### src/rtl/page_slot_bitmap_allocator_defines.svh
// ----------------------------------------------------------------------------
// Assertion macros for the page slot bitmap allocator
// Clocked on aclk; the first form is masked while aresetn is low.
// ----------------------------------------------------------------------------
`ifndef PAGE_SLOT_BITMAP_ALLOCATOR_DEFINES_SVH
`define PAGE_SLOT_BITMAP_ALLOCATOR_DEFINES_SVH

`ifndef SYNTH
`define PSBA_ASSERT(lbl, prop, msg) \
    lbl: assert property (@(posedge aclk) disable iff (!aresetn) prop) else $error(msg);
`define PSBA_ASSERT_RST(lbl, prop, msg) \
    lbl: assert property (@(posedge aclk) prop) else $error(msg);
`else
`define PSBA_ASSERT(lbl, prop, msg)
`define PSBA_ASSERT_RST(lbl, prop, msg)
`endif

`endif

### src/rtl/psba_pkg.sv
// ----------------------------------------------------------------------------
// psba_pkg
// Types, codes and sizes shared by the page slot bitmap allocator.
// ----------------------------------------------------------------------------
`default_nettype none

package psba_pkg;

    localparam int unsigned MAX_SLOTS_DEF = 4096;

    localparam int unsigned WORD_W     = 64;
    localparam int unsigned BIT_W      = 6;
    localparam int unsigned PAGE_W     = 17;
    localparam int unsigned REC_W      = 13;
    localparam int unsigned CFG_DATA_W = 17;
    localparam int unsigned CFG_IDX_W  = 2;

    localparam int unsigned DIVIDEND_W = 20;
    localparam int unsigned DIVISOR_W  = 16;
    localparam int unsigned REM_W      = 17;
    localparam int unsigned DIV_STEPS  = 20;
    localparam int unsigned DIV_CNT_W  = 5;

    localparam logic [PAGE_W-1:0]     PAGE_RST  = 17'd4096;
    localparam logic [REC_W-1:0]      REC_RST   = 13'd64;
    localparam logic [DIVIDEND_W-1:0] HDR_BITS  = 20'd32;
    localparam logic [PAGE_W-1:0]     PAGE_MIN  = 17'd4;

    localparam logic [CFG_IDX_W-1:0] CFG_PAGE_BYTES   = 2'd0;
    localparam logic [CFG_IDX_W-1:0] CFG_RECORD_BYTES = 2'd1;

    localparam logic [2:0] OP_CLEAR = 3'd0;
    localparam logic [2:0] OP_ADD   = 3'd1;
    localparam logic [2:0] OP_MARK  = 3'd2;
    localparam logic [2:0] OP_QUERY = 3'd3;
    localparam logic [2:0] OP_COUNT = 3'd4;

    localparam logic [1:0] STAT_OK    = 2'd0;
    localparam logic [1:0] STAT_FULL  = 2'd1;
    localparam logic [1:0] STAT_RANGE = 2'd2;

    typedef enum logic [2:0] {
        S_IDLE,
        S_DIV,
        S_SCAN,
        S_MEM,
        S_DONE
    } psba_state_t;

    typedef struct packed {
        logic [2:0]  opcode;
        logic [11:0] slot_sel;
    } psba_in_t;

    typedef struct packed {
        logic [1:0]  status;
        logic [11:0] slot_found;
        logic [15:0] byte_offset;
        logic        slot_filled;
        logic [12:0] free_count;
        logic [12:0] slot_capacity;
    } psba_out_t;

endpackage

`default_nettype wire

### src/rtl/psba_ram.sv
// ----------------------------------------------------------------------------
// psba_ram
// Generic simple dual-port RAM, one write and one registered read port.
// ----------------------------------------------------------------------------
`default_nettype none

module psba_ram #(
    parameter int unsigned WIDTH = 64,
    parameter int unsigned DEPTH = 64,
    parameter int unsigned AW    = (DEPTH > 1) ? $clog2(DEPTH) : 1
) (
    input  wire logic             aclk,
    input  wire logic             we,
    input  wire logic [AW-1:0]    waddr,
    input  wire logic [WIDTH-1:0] wdata,
    input  wire logic [AW-1:0]    raddr,
    output logic      [WIDTH-1:0] rdata
);

    logic [WIDTH-1:0] mem [DEPTH];

    always_ff @(posedge aclk) begin
        if (we) begin
            mem[waddr] <= wdata;
        end
        rdata <= mem[raddr];
    end

endmodule

`default_nettype wire

### src/rtl/page_slot_bitmap_allocator.sv
// ----------------------------------------------------------------------------
// page_slot_bitmap_allocator
// Occupancy bitmap of one fixed-record page: clear, add to first free slot,
// mark, query and free count, with the slot capacity derived from the layout.
// ----------------------------------------------------------------------------
//  channel  direction  handshake               payload
//  cfg      in         cfg_we                  cfg_index, cfg_wdata
//  s        in         s_valid / s_ready       s_item  (opcode, slot_sel)
//  m        out        m_valid / m_ready       m_item  (status .. slot_capacity)
//
//  Clear, count and rejected requests go straight to the done state; mark and
//  query read one bitmap word first; add scans one word per cycle, up to
//  MAX_SLOTS/64 words (rounded up), a rate set by the single read port of the
//  bitmap RAM. After reset or a config write, a 1-bit-per-cycle divider works
//  out the capacity before s_ready rises; the bitmap is emptied at once.
//  A result holds in the output register until taken; the next one waits.
// ----------------------------------------------------------------------------
`default_nettype none

`include "page_slot_bitmap_allocator_defines.svh"

module page_slot_bitmap_allocator #(
    parameter int unsigned MAX_SLOTS = psba_pkg::MAX_SLOTS_DEF
) (
    input  wire logic                            aclk,
    input  wire logic                            aresetn,
    input  wire logic                            cfg_we,
    input  wire logic [psba_pkg::CFG_IDX_W-1:0]  cfg_index,
    input  wire logic [psba_pkg::CFG_DATA_W-1:0] cfg_wdata,
    input  wire logic                            s_valid,
    output logic                                 s_ready,
    input  wire psba_pkg::psba_in_t              s_item,
    output logic                                 m_valid,
    input  wire logic                            m_ready,
    output psba_pkg::psba_out_t                  m_item
);

    import psba_pkg::*;

    localparam int unsigned ROWS   = (MAX_SLOTS + WORD_W - 1) / WORD_W;
    localparam int unsigned ROW_AW = (ROWS > 1) ? $clog2(ROWS) : 1;
    localparam int unsigned CAP_W  = $clog2(MAX_SLOTS + 1);

    psba_state_t             state_reg, state_next;
    logic                    dirty_reg, dirty_next;
    logic [PAGE_W-1:0]       page_bytes_reg;
    logic [REC_W-1:0]        record_bytes_reg;
    logic [DIVIDEND_W-1:0]   div_q_reg, div_q_next;
    logic [REM_W-1:0]        div_rem_reg, div_rem_next;
    logic [DIV_CNT_W-1:0]    div_cnt_reg, div_cnt_next;
    logic [CAP_W-1:0]        cap_reg, cap_next;
    logic [ROWS-1:0]         row_valid_reg, row_valid_next;
    logic [CAP_W-1:0]        filled_reg, filled_next;
    logic [2:0]              op_reg, op_next;
    logic [11:0]             slot_reg, slot_next;
    logic [ROW_AW-1:0]       row_reg, row_next;
    logic [1:0]              status_reg, status_next;
    logic [11:0]             found_reg, found_next;
    logic                    offs_en_reg, offs_en_next;
    logic                    hit_reg, hit_next;
    logic                    m_valid_reg, m_valid_next;
    psba_out_t               m_item_reg, m_item_next;

    logic                    cfg_hit;
    logic [DIVIDEND_W-1:0]   dividend;
    logic [DIVISOR_W-1:0]    divisor;
    logic [REM_W-1:0]        rem_sh;
    logic                    rem_ge;
    logic [DIVIDEND_W-1:0]   q_step;
    logic [WORD_W-1:0]       word;
    logic [WORD_W-1:0]       zeros;
    logic                    has_zero;
    logic [BIT_W-1:0]        zbit;
    logic [BIT_W-1:0]        sel_bit;
    logic [WORD_W-1:0]       set_mask;
    logic [24:0]             prod;
    logic                    ram_we;
    logic [WORD_W-1:0]       ram_wdata;
    logic [WORD_W-1:0]       ram_rdata;

    assign cfg_hit  = cfg_we && (cfg_index == CFG_PAGE_BYTES || cfg_index == CFG_RECORD_BYTES);
    assign dividend = (page_bytes_reg >= PAGE_MIN)
                    ? {page_bytes_reg, 3'b000} - HDR_BITS : '0;
    assign divisor  = {record_bytes_reg, 3'b000} + DIVISOR_W'(1);
    assign rem_sh   = {div_rem_reg[REM_W-2:0], div_q_reg[DIVIDEND_W-1]};
    assign rem_ge   = rem_sh >= REM_W'(divisor);
    assign q_step   = {div_q_reg[DIVIDEND_W-2:0], rem_ge};

    assign word     = row_valid_reg[row_reg] ? ram_rdata : '0;
    assign zeros    = ~word;
    assign has_zero = |zeros;

    always_comb begin
        zbit = '0;
        for (int i = WORD_W - 1; i >= 0; i--) begin
            if (zeros[i]) begin
                zbit = BIT_W'(i);
            end
        end
    end

    assign sel_bit   = (state_reg == S_SCAN) ? zbit : slot_reg[BIT_W-1:0];
    assign set_mask  = WORD_W'(1) << sel_bit;
    assign ram_wdata = word | set_mask;
    assign prod      = 25'(found_reg) * 25'(record_bytes_reg);

    assign s_ready = (state_reg == S_IDLE) && !dirty_reg && !cfg_we;
    assign m_valid = m_valid_reg;
    assign m_item  = m_item_reg;

    always_comb begin
        state_next     = state_reg;
        dirty_next     = dirty_reg;
        div_q_next     = div_q_reg;
        div_rem_next   = div_rem_reg;
        div_cnt_next   = div_cnt_reg;
        cap_next       = cap_reg;
        row_valid_next = row_valid_reg;
        filled_next    = filled_reg;
        op_next        = op_reg;
        slot_next      = slot_reg;
        row_next       = row_reg;
        status_next    = status_reg;
        found_next     = found_reg;
        offs_en_next   = offs_en_reg;
        hit_next       = hit_reg;
        m_valid_next   = m_valid_reg && !m_ready;
        m_item_next    = m_item_reg;
        ram_we         = 1'b0;

        case (state_reg)
            S_IDLE: begin
                if (dirty_reg) begin
                    div_q_next   = dividend;
                    div_rem_next = '0;
                    div_cnt_next = '0;
                    dirty_next   = 1'b0;
                    state_next   = S_DIV;
                end else if (s_valid && s_ready) begin
                    op_next      = s_item.opcode;
                    slot_next    = s_item.slot_sel;
                    status_next  = STAT_OK;
                    found_next   = '0;
                    offs_en_next = 1'b0;
                    hit_next     = 1'b0;
                    state_next   = S_DONE;
                    case (s_item.opcode)
                        OP_CLEAR: begin
                            row_valid_next = '0;
                            filled_next    = '0;
                        end
                        OP_ADD: begin
                            if (filled_reg >= cap_reg) begin
                                status_next = STAT_FULL;
                            end else begin
                                row_next   = '0;
                                state_next = S_SCAN;
                            end
                        end
                        OP_MARK, OP_QUERY: begin
                            found_next = s_item.slot_sel;
                            if (32'(s_item.slot_sel) >= 32'(cap_reg)) begin
                                status_next = STAT_RANGE;
                            end else begin
                                row_next   = ROW_AW'(s_item.slot_sel >> BIT_W);
                                state_next = S_MEM;
                            end
                        end
                        default: begin
                        end
                    endcase
                end
            end
            S_DIV: begin
                div_q_next   = q_step;
                div_rem_next = rem_ge ? rem_sh - REM_W'(divisor) : rem_sh;
                div_cnt_next = div_cnt_reg + 1'b1;
                if (div_cnt_reg == DIV_CNT_W'(DIV_STEPS - 1)) begin
                    cap_next   = (q_step > DIVIDEND_W'(MAX_SLOTS))
                               ? CAP_W'(MAX_SLOTS) : CAP_W'(q_step);
                    state_next = S_IDLE;
                end
            end
            S_SCAN: begin
                if (has_zero) begin
                    ram_we                  = 1'b1;
                    row_valid_next[row_reg] = 1'b1;
                    filled_next             = filled_reg + 1'b1;
                    found_next              = 12'({row_reg, zbit});
                    offs_en_next            = 1'b1;
                    state_next              = S_DONE;
                end else begin
                    row_next = row_reg + 1'b1;
                end
            end
            S_MEM: begin
                offs_en_next = 1'b1;
                if (op_reg == OP_MARK) begin
                    if (!word[sel_bit]) begin
                        ram_we                  = 1'b1;
                        row_valid_next[row_reg] = 1'b1;
                        filled_next             = filled_reg + 1'b1;
                    end
                end else begin
                    hit_next = word[sel_bit];
                end
                state_next = S_DONE;
            end
            S_DONE: begin
                if (!m_valid_reg || m_ready) begin
                    m_valid_next              = 1'b1;
                    m_item_next.status        = status_reg;
                    m_item_next.slot_found    = found_reg;
                    m_item_next.byte_offset   = offs_en_reg ? prod[15:0] : '0;
                    m_item_next.slot_filled   = hit_reg;
                    m_item_next.free_count    = 13'(cap_reg - filled_reg);
                    m_item_next.slot_capacity = 13'(cap_reg);
                    state_next                = S_IDLE;
                end
            end
            default: begin
                state_next = S_IDLE;
            end
        endcase

        if (cfg_hit) begin
            row_valid_next = '0;
            filled_next    = '0;
            dirty_next     = 1'b1;
            state_next     = S_IDLE;
        end
    end

    always_ff @(posedge aclk) begin
        if (!aresetn) begin
            state_reg        <= S_IDLE;
            dirty_reg        <= 1'b1;
            div_cnt_reg      <= '0;
            row_valid_reg    <= '0;
            filled_reg       <= '0;
            m_valid_reg      <= 1'b0;
            page_bytes_reg   <= PAGE_RST;
            record_bytes_reg <= REC_RST;
        end else begin
            state_reg     <= state_next;
            dirty_reg     <= dirty_next;
            div_cnt_reg   <= div_cnt_next;
            row_valid_reg <= row_valid_next;
            filled_reg    <= filled_next;
            m_valid_reg   <= m_valid_next;
            if (cfg_we && cfg_index == CFG_PAGE_BYTES) begin
                page_bytes_reg <= cfg_wdata[PAGE_W-1:0];
            end
            if (cfg_we && cfg_index == CFG_RECORD_BYTES) begin
                record_bytes_reg <= cfg_wdata[REC_W-1:0];
            end
        end
    end

    always_ff @(posedge aclk) begin
        div_q_reg   <= div_q_next;
        div_rem_reg <= div_rem_next;
        cap_reg     <= cap_next;
        op_reg      <= op_next;
        slot_reg    <= slot_next;
        row_reg     <= row_next;
        status_reg  <= status_next;
        found_reg   <= found_next;
        offs_en_reg <= offs_en_next;
        hit_reg     <= hit_next;
        m_item_reg  <= m_item_next;
    end

    psba_ram #(
        .WIDTH (WORD_W),
        .DEPTH (ROWS),
        .AW    (ROW_AW)
    ) u_map_ram (
        .aclk  (aclk),
        .we    (ram_we),
        .waddr (row_reg),
        .wdata (ram_wdata),
        .raddr (row_next),
        .rdata (ram_rdata)
    );

    `PSBA_ASSERT_RST(a_reset_recalc, !aresetn |=> dirty_reg, "capacity not recomputed after reset")
    `PSBA_ASSERT(a_filled_le_cap, (!dirty_reg && state_reg != S_DIV) |-> filled_reg <= cap_reg, "filled slots exceed capacity")
    `PSBA_ASSERT(a_scan_bound, (state_reg == S_SCAN && row_reg == ROW_AW'(ROWS - 1)) |-> has_zero, "scan ran past last bitmap word")
    `PSBA_ASSERT(a_write_state, ram_we |-> (state_reg == S_SCAN || state_reg == S_MEM), "bitmap written outside scan or mark")
    `PSBA_ASSERT(a_filled_step, 1'b1 |=> (filled_reg == $past(filled_reg) || filled_reg == $past(filled_reg) + 1'b1 || filled_reg == '0), "filled count jumped")

endmodule

`default_nettype wire
### config.mk
export PLATFORM = sky130hd
export DESIGN_NAME = page_slot_bitmap_allocator
export DESIGN_NICKNAME = d
export VERILOG_FILES = /design/src/rtl/psba_pkg.sv /design/src/rtl/psba_ram.sv /design/src/rtl/page_slot_bitmap_allocator.sv
export VERILOG_INCLUDE_DIRS = /design/src /design/src/rtl
export SDC_FILE = /design/constraint.sdc
export NUM_CORES = 2
export LEC_CHECK = 0
export BUFFER_PORTS_ARGS = -buffer_cell sky130_fd_sc_hd__buf_2
export CAP_MARGIN = 10
export CORE_MARGIN = 4
export CORE_UTILIZATION = 40
export CTS_CLUSTER_SIZE = 30
export DETAILED_ROUTE_END_ITERATION = 10
export GPL_TIMING_DRIVEN = 0
export PLACE_DENSITY_LB_ADDON = 0.08
export SETUP_SLACK_MARGIN = 0.05
export SLEW_MARGIN = 10
export SYNTH_ARGS = -nofsm -noshare
export SYNTH_HDL_FRONTEND = slang
export SYNTH_SLANG_ARGS = --single-unit
### constraint.sdc
create_clock -name aclk -period 12.15 [get_ports aclk]
set_input_delay 2.43 -clock aclk [delete_from_list [all_inputs] [get_ports aclk]]
set_output_delay 2.43 -clock aclk [all_outputs]
set_load 0.05 [all_outputs]
Word-level counts from Yosys, hierarchy flattened
Memory sizes are Yosys's and may differ from the RTL's. A register that Yosys moved wholly into a read port is not among the register bits.
Index checks and enable logic that the tools add are counted.
{"block": "totals", "regBits": 254, "word_cells": 233, "mem_bits_rw": 4096, "memories": 1, "output_inout_bits": 59, "input_bits": 39}
{"name": "u_map_ram.mem", "words": 64, "word_bits": 64, "rd": 1, "rd_clocked_by_memory_dff": 1, "wr": 1, "line_no": "psba_ram.sv:20", "source": "logic [WIDTH-1:0] mem [DEPTH];"}
{"block": "classes", "mux": 132, "eq_ne": 21, "multipliers": 1, "shift": 1, "n_lt_le_gt_ge": 8, "reduce_logical": 33, "n_addsub": 7, "n_bitwise": 5}
{"cell": "64-bit 2-to-1 mux", "n": 7}
{"cell": "6-bit 2-to-1 mux", "n": 70}
{"cell": "64-bit case mux with 3 select lines", "n": 1}
{"cell": "64-bit bitwise OR", "n": 2}
{"cell": "13-bit 2-to-1 mux", "n": 6}
{"cell": "64-bit NOT", "n": 1}
{"cell": "64-bit OR reduction", "n": 1}
{"cell": "1-bit by 6-bit << shifter with 64-bit output (first input constant)", "n": 1}
{"cell": "12-bit 2-to-1 mux", "n": 4}
{"cell": "20-bit 2-to-1 mux", "n": 2}
{"cell": "20-bit case mux with 2 select lines", "n": 1}
{"cell": "13-bit case mux with 3 select lines", "n": 1}
{"cell": "16-bit 2-to-1 mux", "n": 2}
{"cell": "16-bit case mux with 2 select lines", "n": 1}
{"cell": "12-bit case mux with 2 select lines", "n": 1}
{"cell": "6-bit case mux with 2 select lines", "n": 2}
{"cell": "3-bit 2-to-1 mux", "n": 7}
{"cell": "20-bit by 13-bit > comparator with 1-bit output (second input constant)", "n": 1}
{"cell": "20-bit by 6-bit subtractor with 20-bit output (second input constant)", "n": 1}
{"cell": "17-bit by 16-bit >= comparator with 1-bit output", "n": 1}
{"cell": "17-bit by 3-bit >= comparator with 1-bit output (second input constant)", "n": 1}
{"cell": "16-bit by 1-bit adder with 16-bit output (second input constant)", "n": 1}
{"cell": "12-bit by 13-bit multiplier with 16-bit output", "n": 1}
{"cell": "2-bit != test (second input constant)", "n": 8}
{"cell": "40 further kinds", "n": 84}

Longest topological paths before layout
{"block": "logic_depth", "depth_word": 76, "depth_mapped": 25}

By module
A second synthesis with hierarchy kept.
{"block": "hier_totals", "hier_cells": 8870, "area_unflattened_um2": 174817.7}
{"module": "psba_ram", "cells_each": 6798, "instances": 1, "area_per_inst_um2": 156807.9}
{"module": "page_slot_bitmap_allocator", "cells_each": 2072, "instances": 1, "area_per_inst_um2": 18009.8}

Least setup slack after synthesis
No wires, ideal clock.
{"block": "synth_path", "path_type": "reg-to-reg", "startpoint": "reg row_reg[0]", "endpoint": "mem u_map_ram.mem[10][0], enable pin", "t_arrival_ns": 7.849, "setup_time_ns": 0.564, "period_less_slack_ns": 8.414, "required_ns": 11.586, "stages_incl_launch_ff": 21, "slack_ns": 3.736, "path_buffers": 6, "cell_sequence": "dfxtp_1 > buf_6 > buf_6 > mux4_2 > mux2i_1 > o22a_1 > o211ai_1 > nor3_2 > nor2_1 > a32oi_4 > buf_6 > buf_4 > o211ai_1 > o211ai_1 > a22oi_1 > a21oi_1 > nand2_1 > o22a_1 > buf_2 > buf_1 > nor3_1"}
{"block": "synth_via", "elab_chain_cells": 76, "word_cells_on_any_way": 78, "classes_between": "76 x mux; 1 x bitwise; 1 x reduce/logical"}
{"item": "start, declared", "line_no": "page_slot_bitmap_allocator.sv:56", "source": "logic [ROW_AW-1:0] row_reg, row_next;"}
{"item": "start signal, assigned", "line_no": "page_slot_bitmap_allocator.sv:266", "source": "row_reg <= row_next;"}
{"item": "1-bit binary-select mux with 6-bit select", "line_no": "page_slot_bitmap_allocator.sv:89", "source": "assign word = row_valid_reg[row_reg] ? ram_rdata : '0;"}
{"item": "1-bit 2-to-1 mux (implied by the code)", "line_no": "page_slot_bitmap_allocator.sv:89"}
{"item": "64-bit 2-to-1 mux", "line_no": "page_slot_bitmap_allocator.sv:89"}
{"item": "64-bit NOT", "line_no": "page_slot_bitmap_allocator.sv:90", "source": "assign zeros = ~word;"}
{"item": "6-bit 2-to-1 mux (64 in a row)", "line_no": "page_slot_bitmap_allocator.sv:96", "source": "if (zeros[i]) begin"}
{"item": "6-bit 2-to-1 mux", "line_no": "page_slot_bitmap_allocator.sv:102", "source": "assign sel_bit = (state_reg == S_SCAN) ? zbit : slot_reg[BIT_W-1:0];"}
{"item": "1-bit binary-select mux with 6-bit select", "line_no": "page_slot_bitmap_allocator.sv:199", "source": "if (!word[sel_bit]) begin"}
{"item": "1-bit 2-to-1 mux (implied by the code)", "line_no": "page_slot_bitmap_allocator.sv:199"}
{"item": "1-bit 2-to-1 mux", "line_no": "page_slot_bitmap_allocator.sv:199"}
{"item": "1-bit 2-to-1 mux", "line_no": "page_slot_bitmap_allocator.sv:198", "source": "if (op_reg == OP_MARK) begin"}
{"item": "1-bit case mux with 2 select lines", "line_no": "page_slot_bitmap_allocator.sv:131", "source": "case (state_reg)"}
{"item": "1-bit 2-to-1 mux", "line_no": "psba_ram.sv:23", "source": "if (we) begin"}
{"item": "1-bit 2-to-1 mux (implied by the code)", "line_no": "psba_ram.sv:24", "source": "mem[waddr] <= wdata;"}
{"item": "end, declared", "line_no": "psba_ram.sv:20"}
Parallel ways exist; a longest one is shown, timed or not. The select of a mux whose other input is x is not followed.

Worst setup path after layout
{"block": "layout_path", "startpoint": "reg row_reg[0]", "endpoint": "mem u_map_ram.mem[58][18], enable pin"}
The elaborated chain is that of the path after synthesis.

==> impl_metrics.toml <==
[clocking]
root_buffer = "clkbuf_16"
cts.sinks = 4414
cts-buffers-inserted = 470
cts_hold_buf = 0
clock_latency_ns = 1.01
cts_tree = "built"
path_clk_slew_ns = 0.06
post_cts_buffers = 0
cts_buffer_depth = 4
htree_levels = 5
cts_resized = 0

[detailed_routing]
dr.pass1.iters = 6
drt_iter0_drc = 10800
wirelength_mm = 542
vias = 101000
drc = 0
routed_via_density = 5.65
routedWlPerCell_microns = 30.4
drtAntennaViolNets = 0

[critical_path]
rr_worst_depth = 26
critPathKind = "register to register"
endpoint_kind = "register"
cp.arrival_ns = 10.01
r2r-end = "u_map_ram.mem[58][18]$_DFFE_PP_"
critPathLaunchType = "register"
worstPathRequired_ns = 12.82
r2r_setup_slack_ns = 2.81
r2r_start = "row_reg[0]$_DFF_P_"
crit_fanout = 10

[final_layout]
largest_reg_flops = 4096
finish.utilization_pct = 47.1
fin_cells = 17800
drive_above_1_share_pct = 19.1
nets = 11800
area_growth_pct = 17.4

[worst_hold_path]
min_to = "m_item[55]$_DFFE_PP_"
min_from = "status_reg[0]$_DFFE_PP_"
whs_path_depth = 0
min_path_type = "register to register"

[place]
port_buffers = 96
dpl_worst_slack_ns = 2.59
dp_hpwl_mm = 398
placed_cells = 16900
gp_congestion = 0.942

[synth]
ys_seq_area_share_pct = 74.3
synth_nets = 10600
synth_area_leaders = "edfxtp_1 (72%), mux2i_1 (6.5%), mux4_2 (5.0%)"
synth_cell_types = 84
synth-main-ff-cell = "edfxtp_1"
synthesis.area_sq_um = 176000
synth_edf_count = 4227
syn_inst = 10400
yosys.area.top_type = "edfxtp_1"
synth_area_per_cell_sq_um = 16.9
yosys_warnings = 0
synth_top_cell_area_share_pct = 72.2
ys_ff_latch = 4414
async_flop_share_pct = 0

[timing]
worst_pin_slew_ns = 1.43
layout_setup_ws_ns = 2.81
fin_crit_sh_pct = 76.9
slew_violations = 0
fmax_mhz = 107
clock_skew_ns = 0.0561
finalSetupViolations = 0
rsz0062_at_grt = "no"
relSlewSlack_pct = 3.66
min_period_ns = 9.34
fin_hold_ws_ns = 0.430
timing.setup.tns_ns = 0
hold_viol = 0

[grt]
grt_start_max_net_pins = 41
overflow = 0
grt_pass1_wl_mm = 761
grt_pass1_vias = 101000
grt_antenna_before_repair = 47
globalRouteMet3Util_pct = 3.62
use_met1_pct = 33.4
top_usage_layer = "met2"
grt.total_usage_pct = 23.5
use_met2_pct = 37.2

[pwr]
power.leakage_nw = 67.6
peakVddDrop_mv = 0.123
powerDensity_nw_per_um2 = 198

[floorplan]
dieArea_sq_um = 450000
rows = 243
pin_count = 98
die_x_microns = 671
die_h_microns = 671
initial_core_util_pct = 40.1
core_area_sq_um = 438000

[flow_run]
max_cap_viol_count = 0

[status]
status = "finished, final reports clean"
## per-layer routing
layer | vias up | part of all wire (%)
met5 | - | 0
met4 | 0 | 3.1
met3 | 699 | 6.5
met2 | 3560 | 47
met1 | 52900 | 44
li1 | 43700 | -
## power by group
group          internal (W)  leakage [nW]  switching [W]
clock network       0.00811          7.39        0.00597
registers            0.0173          40.6       0.000344
logic               0.00308          19.7        0.00601
## Yosys cell counts (all sizes together) (10+ instances only)
library cell	n
buf	346
nand3	166
o31ai	12
inv	179
o21a	34
a32oi	65
fa	78
nor2	175
mux2i	1134
or2	11
a31oi	48
o21ai	499
xnor2	44
clkbuf	273
a21oi	255
nor4	42
and3	15
nand4	103
a22oi	10
xor2	13
and2	70
mux4	392
or3	11
a21boi	38
ha	79
nand2	960
nor3	90
dfxtp	187
nand2b	17
edfxtp	4227
o22ai	521
or4	74
nor2b	34
a21o	26
o211ai	77
## critical path, stage by stage (launching register included)
cell	delay, ns
dfxtp_1	0.35
buf_6	0.17
buf_6	0.16
buf_2	0.28
nand3b_1	0.41
inv_1	0.15
a22oi_1	0.11
o211ai_1	0.37
or3_4	0.36
buf_2	0.46
nand4_1	0.60
and2_1	0.40
nor2_1	0.83
a21boi_0	0.27
nor4_1	0.10
a21oi_1	0.68
nand2_1	0.12
o22a_1	0.19
buf_2	0.23
buf_1	0.45
nor3_2	0.91
buf_6	0.27
buf_8	0.16
buf_4	0.22
buf_4	0.23
buf_4	0.22
buf_4	0.22
## cell type report
class                   count  area, sq um
multi-input cells        5195        42700
plain buffers             619         2870
fillers                 37400       231000
diodes                     71          178
flip-flops and latches   4414       131000
clock inverters           274         2520
repair buffers            736         7060
well taps                5757         7200
clock buffers             597        12600
inverters                 181          679
## per-stage QoR
step / area, sq um / power [W]
after floorplan: 176000 / 0.0233
after global placement: 183000 / 0.0269
after detailed placement: 191000 / 0.0271
after CTS: 206000 / 0.0412
after global routing: 206000 / 0.0423
final: 206000 / 0.0408
## placed cells by master (no fill, tap or decap), types with 253 or more instances in the layout
master / Yosys / routed
a21oi_1: 254 / 253
buf_2: 281 / 378
buf_4: 5 / 463
clkbuf_1: 273 / 360
clkbuf_16: 0 / 475
edfxtp_1: 4227 / 4227
mux2i_1: 1134 / 1134
mux4_2: 392 / 392
nand2_1: 960 / 959
o21ai_0: 377 / 322
o22ai_1: 521 / 512
## kinds of logic (layout without fill, tap and decap cells)
group / count (synthesis) / after routing / share of synthesized area, %
flip-flops: 4414 / 4414 / 74.3
AND/OR/NAND/NOR: 1789 / 1789 / 4.66
other: 0 / 71 / 0
adder cells (fa/ha/maj): 157 / 157 / 1.45
buffers and inverters: 800 / 2407 / 2.01
AO/OA/AOI/OAI: 1657 / 1657 / 5.71
multiplexers: 1535 / 1535 / 11.5
XOR/XNOR: 57 / 57 / 0.284
## how the worst max path moves through the flow
stage	start	end	slack, ns	cells past startpoint
finish	row_reg[0]$_DFF_P_	u_map_ram.mem[58][18]$_DFFE_PP_	2.81	26
global route	row_reg[0]$_DFF_P_	u_map_ram.mem[59][18]$_DFFE_PP_	2.72	26
CTS	row_reg[1]$_DFF_P_	u_map_ram.mem[58][16]$_DFFE_PP_	3.12	26
detailed placement	s_item[1]	u_map_ram.rdata[55]$_DFF_P_	2.59	19
global placement	row_reg[1]$_DFF_P_	u_map_ram.mem[52][26]$_DFFE_PP_	-6.00	20
floorplan	row_reg[0]$_DFF_P_	u_map_ram.mem[10][0]$_DFFE_PP_	3.74	20
No activity file was read; power rests on OpenSTA's default activity.
